File: src/rtl/core/srp_pkg.sv
`timescale 1ns / 1ps
// ----------------------------------------------------------------------------
// SOCKS5 request parser package
// Shared types and constants for the front classifier, the op queue and the
// back executor.
// ----------------------------------------------------------------------------
package srp_pkg;

  // Parser phase, tracked by the front.
  typedef enum logic [2:0] {
    PH_HEADER,
    PH_IPV4,
    PH_IPV6,
    PH_DLEN,
    PH_DNAME,
    PH_PORT,
    PH_DONE
  } phase_t;

  // What the back does with one beat's byte.
  typedef enum logic [3:0] {
    OP_NONE,
    OP_VERSION,
    OP_COMMAND,
    OP_TYPE,
    OP_ADDR_HI,
    OP_ADDR_LO,
    OP_DLEN,
    OP_DNAME,
    OP_PORT
  } op_kind_t;

  localparam logic [1:0] ST_MORE     = 2'd0;
  localparam logic [1:0] ST_COMPLETE = 2'd1;
  localparam logic [1:0] ST_REJECT   = 2'd2;

  localparam logic [7:0] TYPE_IPV4   = 8'h01;
  localparam logic [7:0] TYPE_DOMAIN = 8'h03;
  localparam logic [7:0] TYPE_IPV6   = 8'h04;

  // One classified beat travelling from front to back.
  typedef struct packed {
    logic       clear;
    op_kind_t   kind;
    logic [1:0] status;
    logic [7:0] data;
    logic [7:0] dindex;
  } srp_op_t;

endpackage

File: src/rtl/core/srp_front.sv
`timescale 1ns / 1ps
// ----------------------------------------------------------------------------
// SOCKS5 request parser front
// Tracks the request phase and byte counters and turns each accepted beat
// into an operation and a status for the back.
// ----------------------------------------------------------------------------
module srp_front (
  input  logic            clk,
  input  logic            rst,
  input  logic            in_valid,
  input  logic [7:0]      data_byte,
  input  logic            restart,
  input  logic            q_full,
  output logic            in_stall,
  output logic            push,
  output srp_pkg::srp_op_t push_op
);
  import srp_pkg::*;

  phase_t     phase, phase_next;
  logic [1:0] header_count, header_count_next;
  logic [3:0] addr_count, addr_count_next;
  logic [7:0] name_length, name_length_next;
  logic [7:0] name_count, name_count_next;
  logic       port_count, port_count_next;
  logic [1:0] final_status, final_status_next;

  assign in_stall = q_full;
  assign push     = in_valid && !q_full;

  always_comb begin
    phase_t     ph;
    logic [1:0] hc;
    logic [3:0] ac;
    logic [7:0] nl;
    logic [7:0] nc;
    logic       pc;
    logic [1:0] fs;

    // A restart beat sees the parser as just reset.
    ph = restart ? PH_HEADER : phase;
    hc = restart ? 2'd0 : header_count;
    ac = restart ? 4'd0 : addr_count;
    nl = restart ? 8'd0 : name_length;
    nc = restart ? 8'd0 : name_count;
    pc = restart ? 1'b0 : port_count;
    fs = restart ? ST_MORE : final_status;

    phase_next        = ph;
    header_count_next = hc;
    addr_count_next   = ac;
    name_length_next  = nl;
    name_count_next   = nc;
    port_count_next   = pc;
    final_status_next = fs;

    push_op.clear  = restart;
    push_op.kind   = OP_NONE;
    push_op.status = ST_MORE;
    push_op.data   = data_byte;
    push_op.dindex = 8'd0;

    case (ph)
      PH_DONE: begin
        push_op.status = fs;
      end
      PH_HEADER: begin
        header_count_next = hc + 2'd1;
        case (hc)
          2'd0: push_op.kind = OP_VERSION;
          2'd1: push_op.kind = OP_COMMAND;
          2'd2: push_op.kind = OP_NONE;
          default: begin
            push_op.kind    = OP_TYPE;
            addr_count_next = 4'd0;
            if (data_byte == TYPE_IPV4) begin
              phase_next = PH_IPV4;
            end else if (data_byte == TYPE_IPV6) begin
              phase_next = PH_IPV6;
            end else if (data_byte == TYPE_DOMAIN) begin
              phase_next = PH_DLEN;
            end else begin
              phase_next        = PH_DONE;
              final_status_next = ST_REJECT;
              push_op.status    = ST_REJECT;
            end
          end
        endcase
      end
      PH_IPV4, PH_IPV6: begin
        // IPv6 bytes 0..7 go to the high word, everything else to the low one.
        push_op.kind    = (ph == PH_IPV6 && !ac[3]) ? OP_ADDR_HI : OP_ADDR_LO;
        addr_count_next = ac + 4'd1;
        if ((ph == PH_IPV4 && ac == 4'd3) || (ph == PH_IPV6 && ac == 4'd15)) begin
          phase_next      = PH_PORT;
          port_count_next = 1'b0;
        end
      end
      PH_DLEN: begin
        push_op.kind     = OP_DLEN;
        name_length_next = data_byte;
        name_count_next  = 8'd0;
        if (data_byte == 8'd0) begin
          phase_next      = PH_PORT;
          port_count_next = 1'b0;
        end else begin
          phase_next = PH_DNAME;
        end
      end
      PH_DNAME: begin
        push_op.kind    = OP_DNAME;
        push_op.dindex  = nc;
        name_count_next = nc + 8'd1;
        if (nc + 8'd1 == nl) begin
          phase_next      = PH_PORT;
          port_count_next = 1'b0;
        end
      end
      PH_PORT: begin
        push_op.kind    = OP_PORT;
        port_count_next = 1'b1;
        if (pc) begin
          phase_next        = PH_DONE;
          final_status_next = ST_COMPLETE;
          push_op.status    = ST_COMPLETE;
        end
      end
      default: begin
        push_op.status = fs;
      end
    endcase
  end

  always_ff @(posedge clk) begin
    if (rst) begin
      phase        <= PH_HEADER;
      header_count <= 2'd0;
      addr_count   <= 4'd0;
      name_length  <= 8'd0;
      name_count   <= 8'd0;
      port_count   <= 1'b0;
      final_status <= ST_MORE;
    end else if (push) begin
      phase        <= phase_next;
      header_count <= header_count_next;
      addr_count   <= addr_count_next;
      name_length  <= name_length_next;
      name_count   <= name_count_next;
      port_count   <= port_count_next;
      final_status <= final_status_next;
    end
  end

endmodule

File: src/rtl/core/srp_queue.sv
`timescale 1ns / 1ps
// ----------------------------------------------------------------------------
// SOCKS5 request parser op queue
// Two-entry queue that decouples the front from the back.
// ----------------------------------------------------------------------------
module srp_queue (
  input  logic             clk,
  input  logic             rst,
  input  logic             push,
  input  srp_pkg::srp_op_t push_op,
  input  logic             pop,
  output logic             full,
  output logic             q_valid,
  output srp_pkg::srp_op_t q_op
);
  import srp_pkg::*;

  srp_op_t    entries [2];
  logic       wr_ptr;
  logic       rd_ptr;
  logic [1:0] count;

  assign full    = (count == 2'd2);
  assign q_valid = (count != 2'd0);
  assign q_op    = entries[rd_ptr];

  always_ff @(posedge clk) begin
    if (push) begin
      entries[wr_ptr] <= push_op;
    end
  end

  always_ff @(posedge clk) begin
    if (rst) begin
      wr_ptr <= 1'b0;
      rd_ptr <= 1'b0;
      count  <= 2'd0;
    end else begin
      if (push) begin
        wr_ptr <= ~wr_ptr;
      end
      if (pop) begin
        rd_ptr <= ~rd_ptr;
      end
      case ({push, pop})
        2'b10:   count <= count + 2'd1;
        2'b01:   count <= count - 2'd1;
        default: count <= count;
      endcase
    end
  end

endmodule

File: src/rtl/core/srp_back.sv
`timescale 1ns / 1ps
// ----------------------------------------------------------------------------
// SOCKS5 request parser back
// Applies classified beats to the request fields and holds the result beat
// in an output register until the receiver takes it.
// ----------------------------------------------------------------------------
module srp_back (
  input  logic             clk,
  input  logic             rst,
  input  logic             q_valid,
  input  srp_pkg::srp_op_t q_op,
  output logic             pop,
  output logic             out_valid,
  input  logic             out_stall,
  output logic [1:0]       status,
  output logic [7:0]       version,
  output logic [7:0]       command,
  output logic [7:0]       addr_type,
  output logic [31:0]      ipv4_addr,
  output logic [63:0]      ipv6_high,
  output logic [63:0]      ipv6_low,
  output logic [15:0]      dest_port,
  output logic [7:0]       domain_length,
  output logic             domain_byte_valid,
  output logic [7:0]       domain_byte,
  output logic [7:0]       domain_index
);
  import srp_pkg::*;

  logic [7:0]  version_reg, version_reg_next;
  logic [7:0]  command_reg, command_reg_next;
  logic [7:0]  type_reg, type_reg_next;
  logic [63:0] addr_hi, addr_hi_next;
  logic [63:0] addr_lo, addr_lo_next;
  logic [7:0]  name_length, name_length_next;
  logic [15:0] port_shift, port_shift_next;

  assign pop = q_valid && (!out_valid || !out_stall);

  always_comb begin
    version_reg_next = q_op.clear ? 8'd0  : version_reg;
    command_reg_next = q_op.clear ? 8'd0  : command_reg;
    type_reg_next    = q_op.clear ? 8'd0  : type_reg;
    addr_hi_next     = q_op.clear ? 64'd0 : addr_hi;
    addr_lo_next     = q_op.clear ? 64'd0 : addr_lo;
    name_length_next = q_op.clear ? 8'd0  : name_length;
    port_shift_next  = q_op.clear ? 16'd0 : port_shift;
    case (q_op.kind)
      OP_VERSION: version_reg_next = q_op.data;
      OP_COMMAND: command_reg_next = q_op.data;
      OP_TYPE:    type_reg_next    = q_op.data;
      OP_ADDR_HI: addr_hi_next     = {addr_hi_next[55:0], q_op.data};
      OP_ADDR_LO: addr_lo_next     = {addr_lo_next[55:0], q_op.data};
      OP_DLEN:    name_length_next = q_op.data;
      OP_PORT:    port_shift_next  = {port_shift_next[7:0], q_op.data};
      default:    ;
    endcase
  end

  always_ff @(posedge clk) begin
    if (rst) begin
      version_reg <= 8'd0;
      command_reg <= 8'd0;
      type_reg    <= 8'd0;
      addr_hi     <= 64'd0;
      addr_lo     <= 64'd0;
      name_length <= 8'd0;
      port_shift  <= 16'd0;
      out_valid   <= 1'b0;
    end else begin
      if (pop) begin
        version_reg <= version_reg_next;
        command_reg <= command_reg_next;
        type_reg    <= type_reg_next;
        addr_hi     <= addr_hi_next;
        addr_lo     <= addr_lo_next;
        name_length <= name_length_next;
        port_shift  <= port_shift_next;
        out_valid   <= 1'b1;
      end else if (!out_stall) begin
        out_valid <= 1'b0;
      end
    end
  end

  // Result beat; address words show only for their own address type.
  always_ff @(posedge clk) begin
    if (pop) begin
      status            <= q_op.status;
      version           <= version_reg_next;
      command           <= command_reg_next;
      addr_type         <= type_reg_next;
      ipv4_addr         <= (type_reg_next == TYPE_IPV4) ? addr_lo_next[31:0] : 32'd0;
      ipv6_high         <= (type_reg_next == TYPE_IPV6) ? addr_hi_next : 64'd0;
      ipv6_low          <= (type_reg_next == TYPE_IPV6) ? addr_lo_next : 64'd0;
      dest_port         <= port_shift_next;
      domain_length     <= name_length_next;
      domain_byte_valid <= (q_op.kind == OP_DNAME);
      domain_byte       <= (q_op.kind == OP_DNAME) ? q_op.data : 8'd0;
      domain_index      <= (q_op.kind == OP_DNAME) ? q_op.dindex : 8'd0;
    end
  end

endmodule

File: src/rtl/core/socks5_request_parser_core.sv
`timescale 1ns / 1ps
// ----------------------------------------------------------------------------
// SOCKS5 request parser core
// Parses a SOCKS5 request one byte per beat and reports status and the
// decoded fields with every byte.
// ----------------------------------------------------------------------------
// Usage:
//   The input channel (in_valid / in_stall) carries one request byte per beat
//   in data_byte. Setting restart on a beat clears the parser and takes that
//   byte as the first byte of a new request.
//   The output channel (out_valid / out_stall) returns exactly one result
//   beat per input beat, in order: status, the header bytes, the address and
//   port assembled so far, and the current domain character with its index.
//   An accepted input beat is first written into a queue entry, and out_valid
//   rises when the back moves it into the result register. Throughput is one
//   beat per cycle while out_stall is low; the front updates its phase and
//   counters for each accepted beat and the back applies one shift per pop.
//   A two-entry queue sits between the front and the back. When out_stall is
//   held, the result register keeps its beat, the queue fills, and in_stall
//   rises once both queue entries are taken.
//   Reset (rst, synchronous) empties the queue, drops out_valid and returns
//   the parser to the start of a request with all fields zero.
// ----------------------------------------------------------------------------
module socks5_request_parser_core (
  input  logic        clk,
  input  logic        rst,
  input  logic        in_valid,
  output logic        in_stall,
  input  logic [7:0]  data_byte,
  input  logic        restart,
  output logic        out_valid,
  input  logic        out_stall,
  output logic [1:0]  status,
  output logic [7:0]  version,
  output logic [7:0]  command,
  output logic [7:0]  addr_type,
  output logic [31:0] ipv4_addr,
  output logic [63:0] ipv6_high,
  output logic [63:0] ipv6_low,
  output logic [15:0] dest_port,
  output logic [7:0]  domain_length,
  output logic        domain_byte_valid,
  output logic [7:0]  domain_byte,
  output logic [7:0]  domain_index
);
  import srp_pkg::*;

  logic    push;
  srp_op_t push_op;
  logic    q_full;
  logic    q_valid;
  srp_op_t q_op;
  logic    pop;

  srp_front u_front (
    .clk       (clk),
    .rst       (rst),
    .in_valid  (in_valid),
    .data_byte (data_byte),
    .restart   (restart),
    .q_full    (q_full),
    .in_stall  (in_stall),
    .push      (push),
    .push_op   (push_op)
  );

  srp_queue u_queue (
    .clk     (clk),
    .rst     (rst),
    .push    (push),
    .push_op (push_op),
    .pop     (pop),
    .full    (q_full),
    .q_valid (q_valid),
    .q_op    (q_op)
  );

  srp_back u_back (
    .clk               (clk),
    .rst               (rst),
    .q_valid           (q_valid),
    .q_op              (q_op),
    .pop               (pop),
    .out_valid         (out_valid),
    .out_stall         (out_stall),
    .status            (status),
    .version           (version),
    .command           (command),
    .addr_type         (addr_type),
    .ipv4_addr         (ipv4_addr),
    .ipv6_high         (ipv6_high),
    .ipv6_low          (ipv6_low),
    .dest_port         (dest_port),
    .domain_length     (domain_length),
    .domain_byte_valid (domain_byte_valid),
    .domain_byte       (domain_byte),
    .domain_index      (domain_index)
  );

endmodule

File: config.mk
export PLATFORM = sky130hd
export DESIGN_NAME = socks5_request_parser_core
export DESIGN_NICKNAME = d
export VERILOG_FILES = /design/src/rtl/core/srp_pkg.sv /design/src/rtl/core/srp_front.sv /design/src/rtl/core/srp_queue.sv /design/src/rtl/core/srp_back.sv /design/src/rtl/core/socks5_request_parser_core.sv
export SDC_FILE = /design/constraint.sdc
export NUM_CORES = 1
export LEC_CHECK = 0
export ABC_AREA = 1
export BUFFER_PORTS_ARGS = -buffer_cell sky130_fd_sc_hd__buf_2
export CAP_MARGIN = 20
export CORE_UTILIZATION = 45
export DETAILED_ROUTE_END_ITERATION = 10
export PLACE_DENSITY_LB_ADDON = 0.3
export SYNTH_ARGS = -nofsm -noshare
export SYNTH_HDL_FRONTEND = slang
export SYNTH_SLANG_ARGS = --single-unit
File: constraint.sdc
create_clock -name clk -period 10.7 [get_ports clk]
set_input_delay 0 -clock clk [delete_from_list [all_inputs] [get_ports clk]]
set_output_delay 0 -clock clk [all_outputs]
set_load 0.005 [all_outputs]
## Word-level counts from Yosys, hierarchy flattened

Memories as Yosys holds them, arrays and structs flattened. A register that Yosys moved wholly into a read port is not among the register bits.
Cells that the tools add are included.

| operators by class | value |
|---|---|
| $add $sub $neg | 5 |
| $mul | 0 |
| div/mod/pow operators | 0 |
| order comparisons | 0 |
| equality and inequality tests | 27 |
| shifts and indexed selects | 0 |
| multiplexer cells | 62 |
| bitwise gates (word level) | 2 |
| reductions and logical operators | 19 |

Operators with widths:

| operator | number |
|---|---|
| $mux W64 | 4 |
| $mux W8 | 12 |
| $mux W16 | 2 |
| $mux W2 | 12 |
| $mux W3 | 8 |
| $pmux W4 S5 | 1 |
| $eq A4 B3 Y1 const B | 4 |
| $eq A8 B1 Y1 const B | 2 |
| $eq A8 B3 Y1 const B | 2 |
| $pmux W8 S2 | 1 |
| $pmux W3 S5 | 1 |
| $mux W1 | 13 |
| $eq A4 B2 Y1 const B | 3 |
| $pmux W2 S3 | 2 |
| $add A8 B1 Y8 const B | 1 |
| $eq A4 B4 Y1 const B | 2 |
| $eq A8 B2 Y1 const B | 1 |
| $eq A8 B8 Y1 | 1 |
| $logic_not A8 Y1 | 1 |
| $mux W4 | 2 |
| $pmux W2 S2 | 2 |
| $pmux W4 S2 | 1 |
| $eq A2 B2 Y1 const B | 3 |
| $eq A3 B2 Y1 const B | 2 |
| other kinds (19) | 32 |

| storage, ports and cells | value |
|---|---|
| register bits | 436 |
| bits in latches | 0 |
| bits in writable memories | 46 |
| bits in read-only memories | 0 |
| input port bits | 13 |
| output and inout port bits | 229 |
| word-level logic and storage cells | 146 |
| memories | 1 |

Memory list:

| name | depth | width | read ports | clocked after memory_dff | wr ports | line | text |
|---|---|---|---|---|---|---|---|
| u_queue.entries | 2 | 23 | 1 | 1 | 1 | srp_queue.sv:18 | `srp_op_t entries [2];` |

## Longest topological paths before layout

Gate-level depths: netlist of run 1.

| depth | value |
|---|---|
| depth after elaboration | 6 |
| depth in mapped cells | 17 |
| gate-level depth less buffers | 16 |

## Modules after synthesis

Synthesis of run 1 repeated with hierarchy kept, for this count alone.

| second synthesis, totals | value |
|---|---|
| cells, all modules | 2,366 |
| area total of the unflattened synthesis | 21,297.9 um^2 |

By module, submodules not included:

| module | times used | cells an instance | area an instance (um^2) | seq. area each (um^2) |
|---|---|---|---|---|
| srp_back | 1 | 1,906 | 17,252.8 | 10,359.9 |
| srp_front | 1 | 356 | 2,157.1 | 560.5 |
| srp_queue | 1 | 104 | 1,888.1 | 1,481.4 |

## Worst setup path after synthesis of run 1

Ideal clock, no wire load.

| timing | value |
|---|---|
| path type | register -> register |
| start point | register u_queue.count[0] |
| end point | register u_queue.count[1] |
| setup time | 122 ps |
| arrival | 8,949 ps |
| data required time | 10,578 ps |
| slack | 1,628 ps |
| stages on the path, launching flop included | 11 |
| buffers on the path | 3 |
| clock period less this slack | 9,072 ps |
| path through | dfxtp_1 -> o21ai_0 -> clkbuf_1 -> inv_1 -> clkbuf_1 -> clkbuf_1 -> ha_1 -> a21oi_1 -> o21ai_0 -> o21ai_0 -> a21oi_1 |

| on the way | value |
|---|---|
| elaborated cells on any way between the ends | 11 |
| classes of those cells | add/sub (2); eq/ne (3); mux (1); reduce/logical (5) |

RTL lines:

| item | line | text |
|---|---|---|
| from (decl) | srp_queue.sv:21 | `logic [1:0] count;` |
| from (signal assigned) | srp_queue.sv:46 | `2'b10: count <= count + 2'd1;` |
| from (signal assigned) | srp_queue.sv:47 | `2'b01: count <= count - 2'd1;` |
| from (signal assigned) | srp_queue.sv:48 | `default: count <= count;` |
| $reduce_bool A2 Y1 (*) | srp_queue.sv:24 | `assign q_valid = (count != 2'd0);` |
| $logic_and A1 B1 Y1 (*) | srp_back.sv:38 | `assign pop = q_valid && (!out_valid \|\| !out_stall);` |
| via pop | socks5_request_parser_core.sv:53 | `logic pop;` |
| $eq A2 B1 Y1 / $eq A2 B2 Y1 (equally long branches) | srp_queue.sv:45 | `case ({push, pop})` |
| $pmux W2 S2 / $reduce_bool A2 Y1 (equally long branches) | -- |  |

The timed path passes the listed nets; every way through them passes the cells marked *.
A chain may end at the register's enable or synchronous reset.

==> reports/metrics.cfg, run 1 <==
[sta]
final_period_minus_worst_setup_slack_ns = 5.81
final_ws_setup_ns = 4.89
slew_viol_final = 0
fmaxAchievable_mhz = 172
setup_viol_count_final = 0
tightestPinTransition_ns = 1.10
layout_worst_path_cycle_share_pct = 54.3
fin_setup_tns_ns = 0
hold_viol_final = 0
slew_headroom_pct = 27.0
rsz0062_at_grt = false
fin_skew_ns = 0.0199

[detailed_routing]
drt-initial-drc-count = 1383
route.antenna.remaining_nets = 0
per_cell_routed_wire_length_um = 16.5
detail_route.first_pass.iterations = 5
post-route-drc-count = 0
finalWirelength_um = 52000
routed-via-count = 16500
viasPerCell = 5.24

[worst_setup_path]
worstPathMaxFanout = 97
arrival_ns = 6.10
worstPathRequired_ns = 10.99
worstPathCellList = inv_2, nand2_1, nand2_4, inv_4, buf_4, nand3_1, o21ai_1, or2_1, nor2_1, nand2_4, buf_12, nor2_1
class_of_the_most_critical_setup_path = flip-flop to flip-flop
worst-r2r-cell-count = 12
worst_setup_slack_for_register_to_register_paths_ns = 4.89
cpPeakStageDelay_ns = 0.91
worst_setup_path_end_kind = flip-flop
critical_path.slowest_cell = sky130_fd_sc_hd__dfxtp_1
worstSetupStartpointType = flip-flop
timing.rr.end = u_back.ipv6_high[33]$_SDFFCE_PP0P_

[pwr]
cellLeakagePower_nw = 10.4
p_int_mw = 4.64
total_switching_power_mw = 2.94
power.clock.fraction_pct = 23.3
combinational_cell_fraction_of_total_power_pct = 34.8
switching_share_pct = 38.8
seq_power_share_pct = 41.9
vdd_ir_drop_max_v = 0.000276
power-per-cell-area_mw_per_mm2 = 304

[worst_hold_path]
timing.hold.worst.class = input pin to flip-flop
worstHoldStart = rst
min_path_cells = 3
hold-path-endpoint = u_queue.count[0]$_SDFFE_PP0P_

[yosys]
synthFlopType = sky130_fd_sc_hd__edfxtp_1
syn_inst = 2323
async_reset_ff_share_pct = 0
synthesis.area_mm2 = 0.0217
synth_edf_count = 273
synth.net_count = 2341
yosysSeqAreaShare_pct = 57.1
yosysUniqueCellTypes = 36
postSynthAreaPerCell_um2 = 9.36
yosysWarnings = 0
postSynthRegisterBits = 483

[die]
die_area_mm2 = 0.0492
die_w_um = 222
core.rowCount = 80
top_level_ports = 242
floorplan.core_area_mm2 = 0.0476
floorplan.initialDensity_pct = 45.6
chipHeight_um = 222

[clock_tree]
cts_repair_resized_insts = 0
clk_transition_reported_paths_ns = 0.06
clkLatencyLatePin_ns = 0.59
clock_tree_from_tritoncts = built
cts.path.max_buffers = 3
h-tree-depth = 2
clock_tree.root_cell = sky130_fd_sc_hd__clkbuf_16
clkSinkCount = 483
post-cts-setup-buffers = 0
numCtsBuffers = 50

[cells_and_area]
final_net_count = 2508
antenna_cells = 0
drive_above_1_share_pct = 18.1
mostFrequentLayoutCell = sky130_fd_sc_hd__inv_1
flow.area_growth_from_synthesis_pct = 14.7
layout.cells.most_common_list = sky130_fd_sc_hd__inv_1, sky130_fd_sc_hd__edfxtp_1, sky130_fd_sc_hd__nand2_1
final.fill_count = 4277

[placed_design]
place_congestion = 0.838
buffer_ports.inserted = 241
detailedPlacementHpwl_um = 33400
post-place-ws_ns = 4.89

[global_routing]
grt_start_max_net_pins = 178
grt_first_pass_wirelength_um = 82200
grt_remaining_overflow = 0
groute.usage.overall_pct = 20.9
grt_pass1_vias = 15400
initial_antenna_violation_count = 2

[outcome]
status = completed

[run]
max_cap_viols = 0

## synthesized netlist by cell type, types with 5 or more instances
cell / n / area share, %
sky130_fd_sc_hd__nor2_1: 247 / 4.3
sky130_fd_sc_hd__inv_1: 374 / 6.5
sky130_fd_sc_hd__nand2_1: 260 / 4.5
sky130_fd_sc_hd__o21ai_0: 165 / 3.8
sky130_fd_sc_hd__or2_0: 7 / 0.20
sky130_fd_sc_hd__ha_1: 5 / 0.29
sky130_fd_sc_hd__buf_12: 10 / 0.92
sky130_fd_sc_hd__nor2_4: 101 / 5.2
sky130_fd_sc_hd__buf_1: 30 / 0.52
sky130_fd_sc_hd__o211ai_1: 144 / 5.0
sky130_fd_sc_hd__nor3_1: 103 / 2.4
sky130_fd_sc_hd__nand4_1: 6 / 0.17
sky130_fd_sc_hd__nand3_1: 67 / 1.5
sky130_fd_sc_hd__buf_2: 15 / 0.35
sky130_fd_sc_hd__a21oi_1: 64 / 1.5
sky130_fd_sc_hd__buf_6: 6 / 0.31
sky130_fd_sc_hd__a31oi_1: 86 / 2.5
sky130_fd_sc_hd__edfxtp_1: 273 / 38
sky130_fd_sc_hd__o21ai_1: 29 / 0.67
sky130_fd_sc_hd__dfxtp_1: 210 / 19
sky130_fd_sc_hd__clkbuf_1: 97 / 1.7
## power groups by stage
stage / clock network, mW / logic (mW) / registers [mW]
after floorplan: 0 / 1.85 / 3.25
after global placement: 0 / 2.56 / 3.20
after detailed placement: 0 / 2.64 / 3.21
after CTS: 1.81 / 2.65 / 3.18
after global routing: 1.88 / 2.96 / 3.24
final: 1.77 / 2.64 / 3.18
## cell families after synthesis
logic type      share of synthesized area [%]
buf+inv                                  10.3
compound gates                           13.7
flops                                    57.1
fa+ha+maj                               0.288
simple gates                             18.6
xor+xnor                               0.0403
## per-stage QoR
step           power (mW)  hold slack, ns  utilization, %  instances  cell area, um2
6_report             7.59          0.0845            52.3       3146           24900
3_5_place_dp         5.85           0.255            48.6       3041           23100
2_1_floorplan        5.09          0.0989               -       2323           21700
5_1_grt              8.08           0.105            52.3       3146           24900
3_3_place_gp         5.76           0.247            48.5       3039           23100
4_1_cts              7.65          0.0569            52.3       3145           24900
## worst max-delay path, delay by kind of cell (launching register included)
family                 cells  cell delay (ns)
buffers and inverters      4             2.46
flip-flops                 1             0.91
AO/OA/AOI/OAI              1             0.18
AND/OR/NAND/NOR            7             1.77
## how the worst max path moves through the flow
stage	startpoint	end	slack (ns)	depth (start not counted)
after floorplan	u_queue.count[0]$_SDFFE_PP0P_	u_queue.count[1]$_SDFFE_PP0P_	1.63	10
after global placement	flip-flop	u_back.ipv6_high[29]$_SDFFCE_PP0P_	5.07	13
after detailed placement	flip-flop	u_back.ipv6_high[33]$_SDFFCE_PP0P_	4.89	12
after CTS	flip-flop	u_back.ipv6_high[33]$_SDFFCE_PP0P_	4.86	12
after global routing	flip-flop	u_back.ipv6_high[35]$_SDFFCE_PP0P_	4.41	12
final	flip-flop	u_back.ipv6_high[33]$_SDFFCE_PP0P_	4.89	12
## repair_timing
action	CTS	global route
hold buffers	11	0
hold endpoints to repair	32	0
endpoints found under the setup margin	0	0
## layout make-up
type,instances,area (um2),share of cell area [%]
sequential,483,12400,49.7
multi-input combinational,1302,7130,28.6
timing repair buffer,274,1540,6.18
inverter,379,1440,5.75
clock buffer,62,1380,5.54
tap,615,769,3.09
clock inverter,31,287,1.15
## routing by layer
layer	vias up	track usage [%]	share of wire (%)
li1	8101	-	-
met1	7827	27.7	43
met3	94	3.58	5.2
met4	0	7.10	3.1
met2	461	34.5	48
met5	-	0	0
Power figures use the tool's default switching activity.
==> run 2: changes to the inputs <==
--- a/config.mk
+++ b/config.mk
@@ -5,7 +5,7 @@
 export SDC_FILE = /design/constraint.sdc
 export NUM_CORES = 1
 export LEC_CHECK = 0
-export ABC_AREA = 1
+export ABC_AREA = 0
 export BUFFER_PORTS_ARGS = -buffer_cell sky130_fd_sc_hd__buf_2
 export CAP_MARGIN = 20
 export CORE_UTILIZATION = 45
==> constraint.sdc (replaced) <==
create_clock -name clk -period 5.3 [get_ports clk]
set_input_delay 0 -clock clk [delete_from_list [all_inputs] [get_ports clk]]
set_output_delay 0 -clock clk [all_outputs]
set_load 0.005 [all_outputs]
==> reports/metrics.cfg, run 2 <==
[yosys]
syn_inst = 1850  ; -20%
yosysSeqAreaShare_pct = 63.5  ; +6.4 points
postSynthAreaPerCell_um2 = 10.6  ; +13%
synth.net_count = 1868  ; -20%
synth_top_cells_by_area = sky130_fd_sc_hd__edfxtp_1, sky130_fd_sc_hd__dfxtp_1, sky130_fd_sc_hd__a22oi_1
synthesis.area_mm2 = 0.0195  ; -10%
yosysUniqueCellTypes = 53  ; +47%
synth_edf_count = 273  ; unchanged
async_reset_ff_share_pct = 0  ; unchanged
synthFlopType = sky130_fd_sc_hd__edfxtp_1
synth_top_area_share_pct = 41.9  ; +4.2 points
yosysWarnings = 0  ; unchanged
synth_most_common_cell = sky130_fd_sc_hd__nor2_1
synth_top_area_cell = sky130_fd_sc_hd__edfxtp_1
yosys-top-cells-count = sky130_fd_sc_hd__nor2_1, sky130_fd_sc_hd__edfxtp_1, sky130_fd_sc_hd__nand2_1, sky130_fd_sc_hd__dfxtp_1, sky130_fd_sc_hd__a22oi_1
postSynthRegisterBits = 483  ; unchanged

[pwr]
power.clock.fraction_pct = 32.3  ; +9.0 points
seq_power_share_pct = 45.7  ; +3.8 points
p_int_mw = 8.08  ; +74%
vdd_ir_drop_max_v = 0.000385  ; +40%
total_switching_power_mw = 3.69  ; +25%
cellLeakagePower_nw = 8.04  ; -22%
post-layout-total-power_mw = 11.8  ; +55%
switching_share_pct = 31.4  ; -7.4 points
power-per-cell-area_mw_per_mm2 = 507  ; +67%
combinational_cell_fraction_of_total_power_pct = 22.0  ; -13 points

[die]
chipHeight_um = 210  ; -5.1%
core.rowCount = 75  ; -6.3%
top_level_ports = 242  ; unchanged
die_w_um = 210  ; -5.1%
floorplan.core_area_mm2 = 0.0424  ; -11%
floorplan.initialDensity_pct = 46.1  ; +0.46 points
die_area_mm2 = 0.0443  ; -10%

[clock_tree]
numCtsBuffers = 51  ; +2.0%
clock_tree_from_tritoncts = built
h-tree-depth = 2  ; unchanged
clock_tree.root_cell = sky130_fd_sc_hd__clkbuf_16
cts.path.max_buffers = 3  ; unchanged
clkLatencyLatePin_ns = 0.60  ; about the same
cts_repair_resized_insts = 0  ; unchanged
clk_transition_reported_paths_ns = 0.06  ; about the same
clkSinkCount = 483  ; unchanged

[placed_design]
detailedPlacementHpwl_um = 31500  ; -5.5%
place_area_mm2 = 0.0213  ; -8.0%
buffer_ports.inserted = 241  ; unchanged
place_congestion = 0.878  ; +4.8%

[detailed_routing]
finalWirelength_um = 50700  ; -2.6%
viasPerCell = 5.57  ; +6.4%
drt-initial-drc-count = 1527  ; +10%
route.antenna.remaining_nets = 0  ; unchanged
routed-via-count = 14900  ; -9.6%
post-route-drc-count = 0  ; unchanged
detail_route.first_pass.iterations = 6  ; +1
per_cell_routed_wire_length_um = 19.0  ; +15%

[global_routing]
grt_first_pass_wirelength_um = 79100  ; -3.8%
grt_pass1_vias = 14100  ; -8.2%
groute.usage.overall_pct = 22.6  ; +1.8 points
initial_antenna_violation_count = 0  ; -2
grt_start_max_net_pins = 133  ; -25%
grt_remaining_overflow = 0  ; unchanged

[sta]
slew_headroom_pct = 28.0  ; +1.1 points
layout_worst_path_cycle_share_pct = 65.7  ; +11 points
final_period_minus_worst_setup_slack_ns = 3.48  ; -2.32 ns
fin_skew_ns = 0.0276  ; +0.00773 ns
setup_viol_count_final = 0  ; unchanged
rsz0062_at_grt = false
fin_hold_ws_ns = 0.0192  ; -0.0653 ns
fmaxAchievable_mhz = 287  ; +67%
hold_viol_final = 0  ; unchanged
slew_viol_final = 0  ; unchanged
fin_setup_tns_ns = 0  ; unchanged
tightestPinTransition_ns = 1.08  ; -0.0161 ns

[worst_setup_path]
worst_setup_path_end_kind = flip-flop
worst-r2r-cell-count = 8  ; -4
worstPathRequired_ns = 5.81  ; -5.18 ns
worstPathCellList = o32ai_1, buf_4, and2_2, buf_4, o21ai_4, buf_4, a22oi_1, nor2_1
worstSetupStartpointType = flip-flop
cpPeakStageDelay_ns = 0.96  ; +0.05 ns
arrival_ns = 4.00  ; -2.10 ns
critical_path.slowest_cell = sky130_fd_sc_hd__dfxtp_2
worst_setup_slack_for_register_to_register_paths_ns = 1.82  ; -3.08 ns
class_of_the_most_critical_setup_path = flip-flop to flip-flop
worstPathMaxFanout = 58  ; -40%
cell_repeated_most_along_the_worst_path = sky130_fd_sc_hd__buf_4

[cells_and_area]
final_net_count = 2070  ; -17%
drive_above_1_share_pct = 19.8  ; +1.7 points
layout.cells.most_common_list = sky130_fd_sc_hd__nor2_1, sky130_fd_sc_hd__edfxtp_1, sky130_fd_sc_hd__nand2_1
mostFrequentLayoutCell = sky130_fd_sc_hd__nor2_1
flow.area_growth_from_synthesis_pct = 18.8
antenna_cells = 0  ; unchanged
postLayoutCellArea_mm2 = 0.0232  ; -6.9%

[outcome]
status = completed

[worst_hold_path]
timing.hold.worst.class = input pin to flip-flop
min_path_cells = 2  ; -1

[run]
max_cap_viols = 0  ; unchanged

==> run 2: final timing paths <==
| check | from | endpoint |
|---|---|---|
| worst max-delay path | flip-flop | u_back.addr_lo[18]$_SDFFE_PP0P_ |
| worst min-delay path | rst | u_back.addr_hi[17]$_SDFFE_PP0P_ |
| worst max register to register | flip-flop | u_back.addr_lo[18]$_SDFFE_PP0P_ |
| worst min register to register | u_front.header_count[0]$_SDFFE_PP0P_ | u_front.header_count[0]$_SDFFE_PP0P_ |
==> run 2: kinds of logic after synthesis <==
kind of cell	synth area share, %
buffers and inverters	3.10
DFF	63.5
xor gates and xnor gates	0.627
and+or+nand+nor	15.6
adders and majority gates	0.320
muxes	1.91
AOI/OAI and AO/OA	15.0
==> run 2: power by group through the flow <==
stage               Sequential, mW  Combinational (mW)  Clock (mW)
finish                        5.38                2.59        3.80
global route                  5.46                2.81        4.00
CTS                           5.39                2.62        3.87
detailed placement            5.45                2.60           0
global placement              5.45                2.56           0
floorplan                     5.48                1.25           0
==> run 2: final cells by class <==
cell class | instances | area, um2
fill | 3714 | 19200
multi-input combinational | 1216 | 6620
clock buffer | 75 | 1600
tap | 577 | 722
timing repair buffer | 281 | 1570
inverter | 19 | 78.8
clock inverter | 21 | 231
sequential | 483 | 12400
==> run 2: per-layer routing <==
layer / vias to the layer above / GRT usage, % / wire [um]
met1: 7282 / 31.4 / 22700
met3: 87 / 3.29 / 2810
met2: 511 / 36.0 / 23700
li1: 7016 / - / -
met5: - / 0 / 0
met4: 0 / 8.77 / 1520
==> run 2: repair_timing <==
item,CTS,global route
endpoints found under the hold margin,27,0
setup buffers,0,0
hold buffers,10,0
==> run 2: stage by stage <==
stage	setup WS (ns)	utilization [%]	std cells
floorplan	0.696	-	1850
global placement	1.90	50.1	2565
detailed placement	1.85	50.2	2566
CTS	1.84	54.8	2672
global route	1.54	54.8	2672
finish	1.82	54.8	2672
==> run 2: critical path, delay by kind of cell, from the launching register on <==
kind            cells  cell delay (ns)
simple gates        2             0.33
buf+inv             3             1.01
flops               1             0.96
compound gates      3             1.06
==> run 3: changes to the inputs <==
==> constraint.sdc (replaced) <==
create_clock -name clk -period 3.2 [get_ports clk]
set_input_delay 0 -clock clk [delete_from_list [all_inputs] [get_ports clk]]
set_output_delay 0 -clock clk [all_outputs]
set_load 0.005 [all_outputs]
==> reports/metrics.cfg, run 3 (same netlist as run 2, synthesis figures left out) <==
[sta]
fin_setup_tns_ns = 0  ; unchanged
fmaxAchievable_mhz = 351  ; +22%
final_period_minus_worst_setup_slack_ns = 2.85  ; -0.632 ns
rsz0062_at_grt = false
fin_skew_ns = 0.0150  ; -0.0126 ns
hold_viol_final = 7  ; +7
fin_hold_ws_ns = -0.0165  ; -0.0356 ns
tightestPinTransition_ns = 1.02  ; -0.0609 ns
slew_viol_final = 0  ; unchanged
layout_worst_path_cycle_share_pct = 89.1  ; +23 points
setup_viol_count_final = 0  ; unchanged
slew_headroom_pct = 32.1  ; +4.1 points

[detailed_routing]
detail_route.first_pass.iterations = 5  ; -1
per_cell_routed_wire_length_um = 18.9  ; -0.34%
viasPerCell = 5.58  ; about the same
post-route-drc-count = 0  ; unchanged
routed-via-count = 14900  ; +0.36%
finalWirelength_um = 50700  ; about the same
route.antenna.remaining_nets = 0  ; unchanged
drt-initial-drc-count = 1544  ; +1.1%

[clock_tree]
clock_tree_from_tritoncts = built
clock_tree.root_cell = sky130_fd_sc_hd__clkbuf_16
clk_transition_reported_paths_ns = 0.06  ; about the same
numCtsBuffers = 49  ; -3.9%
post-cts-setup-buffers = 0  ; unchanged
cts.path.max_buffers = 3  ; unchanged
clkSinkCount = 483  ; unchanged
h-tree-depth = 2  ; unchanged
cts_repair_resized_insts = 0  ; unchanged
clkLatencyLatePin_ns = 0.56  ; -0.04 ns

[pwr]
vdd_ir_drop_max_v = 0.000680  ; +76%
cellLeakagePower_nw = 8.01  ; -0.41%
power-per-cell-area_mw_per_mm2 = 821  ; +62%
combinational_cell_fraction_of_total_power_pct = 23.6  ; +1.6 points
power.clock.fraction_pct = 30.0  ; -2.3 points
p_int_mw = 13.0  ; +61%
seq_power_share_pct = 46.5  ; +0.8 points
switching_share_pct = 31.6  ; +0.27 points
total_switching_power_mw = 6.03  ; +63%

[global_routing]
grt_first_pass_wirelength_um = 78200  ; -1.1%
initial_antenna_violation_count = 0  ; unchanged
grt_pass1_vias = 13900  ; -1.7%
grt_remaining_overflow = 0  ; unchanged
grt_start_max_net_pins = 124  ; -6.8%
groute.usage.overall_pct = 22.4  ; -0.26 points

[cells_and_area]
flow.area_growth_from_synthesis_pct = 18.7  ; about the same
fin_util_pct = 54.7  ; about the same
drive_above_1_share_pct = 19.5  ; -0.27 points
layout.cells.most_common_list = sky130_fd_sc_hd__nor2_1, sky130_fd_sc_hd__edfxtp_1, sky130_fd_sc_hd__nand2_1
antenna_cells = 0  ; unchanged
final.fill_count = 3699  ; -0.40%
final_net_count = 2081  ; +0.53%
mostFrequentLayoutCell = sky130_fd_sc_hd__nor2_1

[outcome]
failed_checks = negative hold slack
status = finished, violations left

[run]
max_cap_viols = 0  ; unchanged

[worst_setup_path]
worst-r2r-cell-count = 7  ; -1
worstPathMaxFanout = 38  ; -34%
timing.rr.end = u_back.ipv6_high[49]$_SDFFCE_PP0P_
worstSetupStartpointType = flip-flop
worstPathRequired_ns = 3.61  ; -2.20 ns
arrival_ns = 3.26  ; -0.74 ns
class_of_the_most_critical_setup_path = flip-flop to flip-flop
worst_setup_path_endpoint = u_back.ipv6_high[49]$_SDFFCE_PP0P_
worst_setup_slack_for_register_to_register_paths_ns = 0.35  ; -1.47 ns
worst_setup_path_end_kind = flip-flop
worst_setup_path_startpoint = u_queue.entries[0][13]$_DFFE_PP_
worstReg2RegStart = u_queue.entries[0][13]$_DFFE_PP_

[placed_design]
buffer_ports.inserted = 241  ; unchanged
place_congestion = 0.859  ; -2.2%
detailedPlacementHpwl_um = 31700  ; +0.54%

[die]
floorplan.initialDensity_pct = 46.1  ; unchanged
top_level_ports = 242  ; unchanged
die_area_mm2 = 0.0443  ; unchanged
chipHeight_um = 210  ; unchanged
die_w_um = 210  ; unchanged
core.rowCount = 75  ; unchanged
floorplan.core_area_mm2 = 0.0424  ; unchanged

[worst_hold_path]
timing.hold.worst.class = input pin to flip-flop

## run 3: cell types whose count changed in the layout (fill, tap and decap cells not counted), sizes merged
| cell | previous run | this run |
|---|---|---|
| clkinvlp | 1 | 2 |
| inv | 25 | 21 |
| buf | 271 | 284 |
| bufinv | 4 | 5 |
| clkbuf | 75 | 67 |
| clkinv | 10 | 16 |
## run 3: timing repair
item,in CTS,in global routing
hold buffers,10,0
hold endpoints to repair,30,0
endpoints found under the setup margin,0,0
## run 3: worst min-delay path by stage
stage            startpoint                          endpoint  slack [ns]  depth (start not counted)
6_report                rst     u_queue.count[0]$_SDFFE_PP0P_       -0.02                          2
5_1_grt                 rst     u_queue.count[0]$_SDFFE_PP0P_        0.03                          2
4_1_cts                 rst     u_queue.count[0]$_SDFFE_PP0P_       0.001                          2
3_5_place_dp   data_byte[3]  u_queue.entries[1][11]$_DFFE_PP_        0.25                          1
3_3_place_gp   data_byte[3]  u_queue.entries[1][11]$_DFFE_PP_        0.24                          1
2_1_floorplan  data_byte[2]  u_queue.entries[0][10]$_DFFE_PP_         0.1                          0
## run 3: worst max-delay path: stages (launching register included)
cell and delay [ns]:
sky130_fd_sc_hd__edfxtp_1 0.40, sky130_fd_sc_hd__or4_1 0.53, sky130_fd_sc_hd__or4_1 0.41, sky130_fd_sc_hd__a21oi_1 0.32
sky130_fd_sc_hd__a32oi_2 0.19, sky130_fd_sc_hd__nand2b_4 0.38, sky130_fd_sc_hd__buf_12 0.29, sky130_fd_sc_hd__a21oi_1 0.16
## run 3: metal layers
metal	part of all wire, %	track usage (%)	up-vias	wire, um
li1	-	-	7046	-
met1	44	31.2	7281	22300
met2	47	35.9	537	24000
met3	6.0	3.11	85	3020
met4	2.7	7.47	0	1360
met5	0	0	-	0
## run 3: area by class of cell
cell class | count | area, um2 | area share (%)
sequential | 483 | 12400 | 53.4
multi-input combinational | 1216 | 6620 | 28.5
timing repair buffer | 294 | 1770 | 7.64
clock inverter | 25 | 264 | 1.14
tap | 577 | 722 | 3.11
inverter | 19 | 78.8 | 0.340
clock buffer | 67 | 1350 | 5.80
## run 3: metrics by stage
step           hold WS (ns)  std cells  area, um2  setup WS, ns  power [mW]
2_1_floorplan        0.0989       1850      19500         0.313        11.0
3_3_place_gp          0.240       2579      21500         0.456        13.4
3_5_place_dp          0.247       2579      21500         0.370        13.5
4_1_cts             0.00123       2681      23200         0.338        19.2
5_1_grt              0.0259       2681      23200         0.204        19.8
6_report            -0.0165       2681      23200         0.348        19.1
## run 3: power by group through the flow
stage	Combinational, mW	Clock (mW)	Sequential, mW
2_1_floorplan	2.07	0	8.96
3_3_place_gp	4.46	0	8.99
3_5_place_dp	4.52	0	8.98
4_1_cts	4.54	5.80	8.88
5_1_grt	4.83	6.04	8.97
6_report	4.49	5.72	8.86
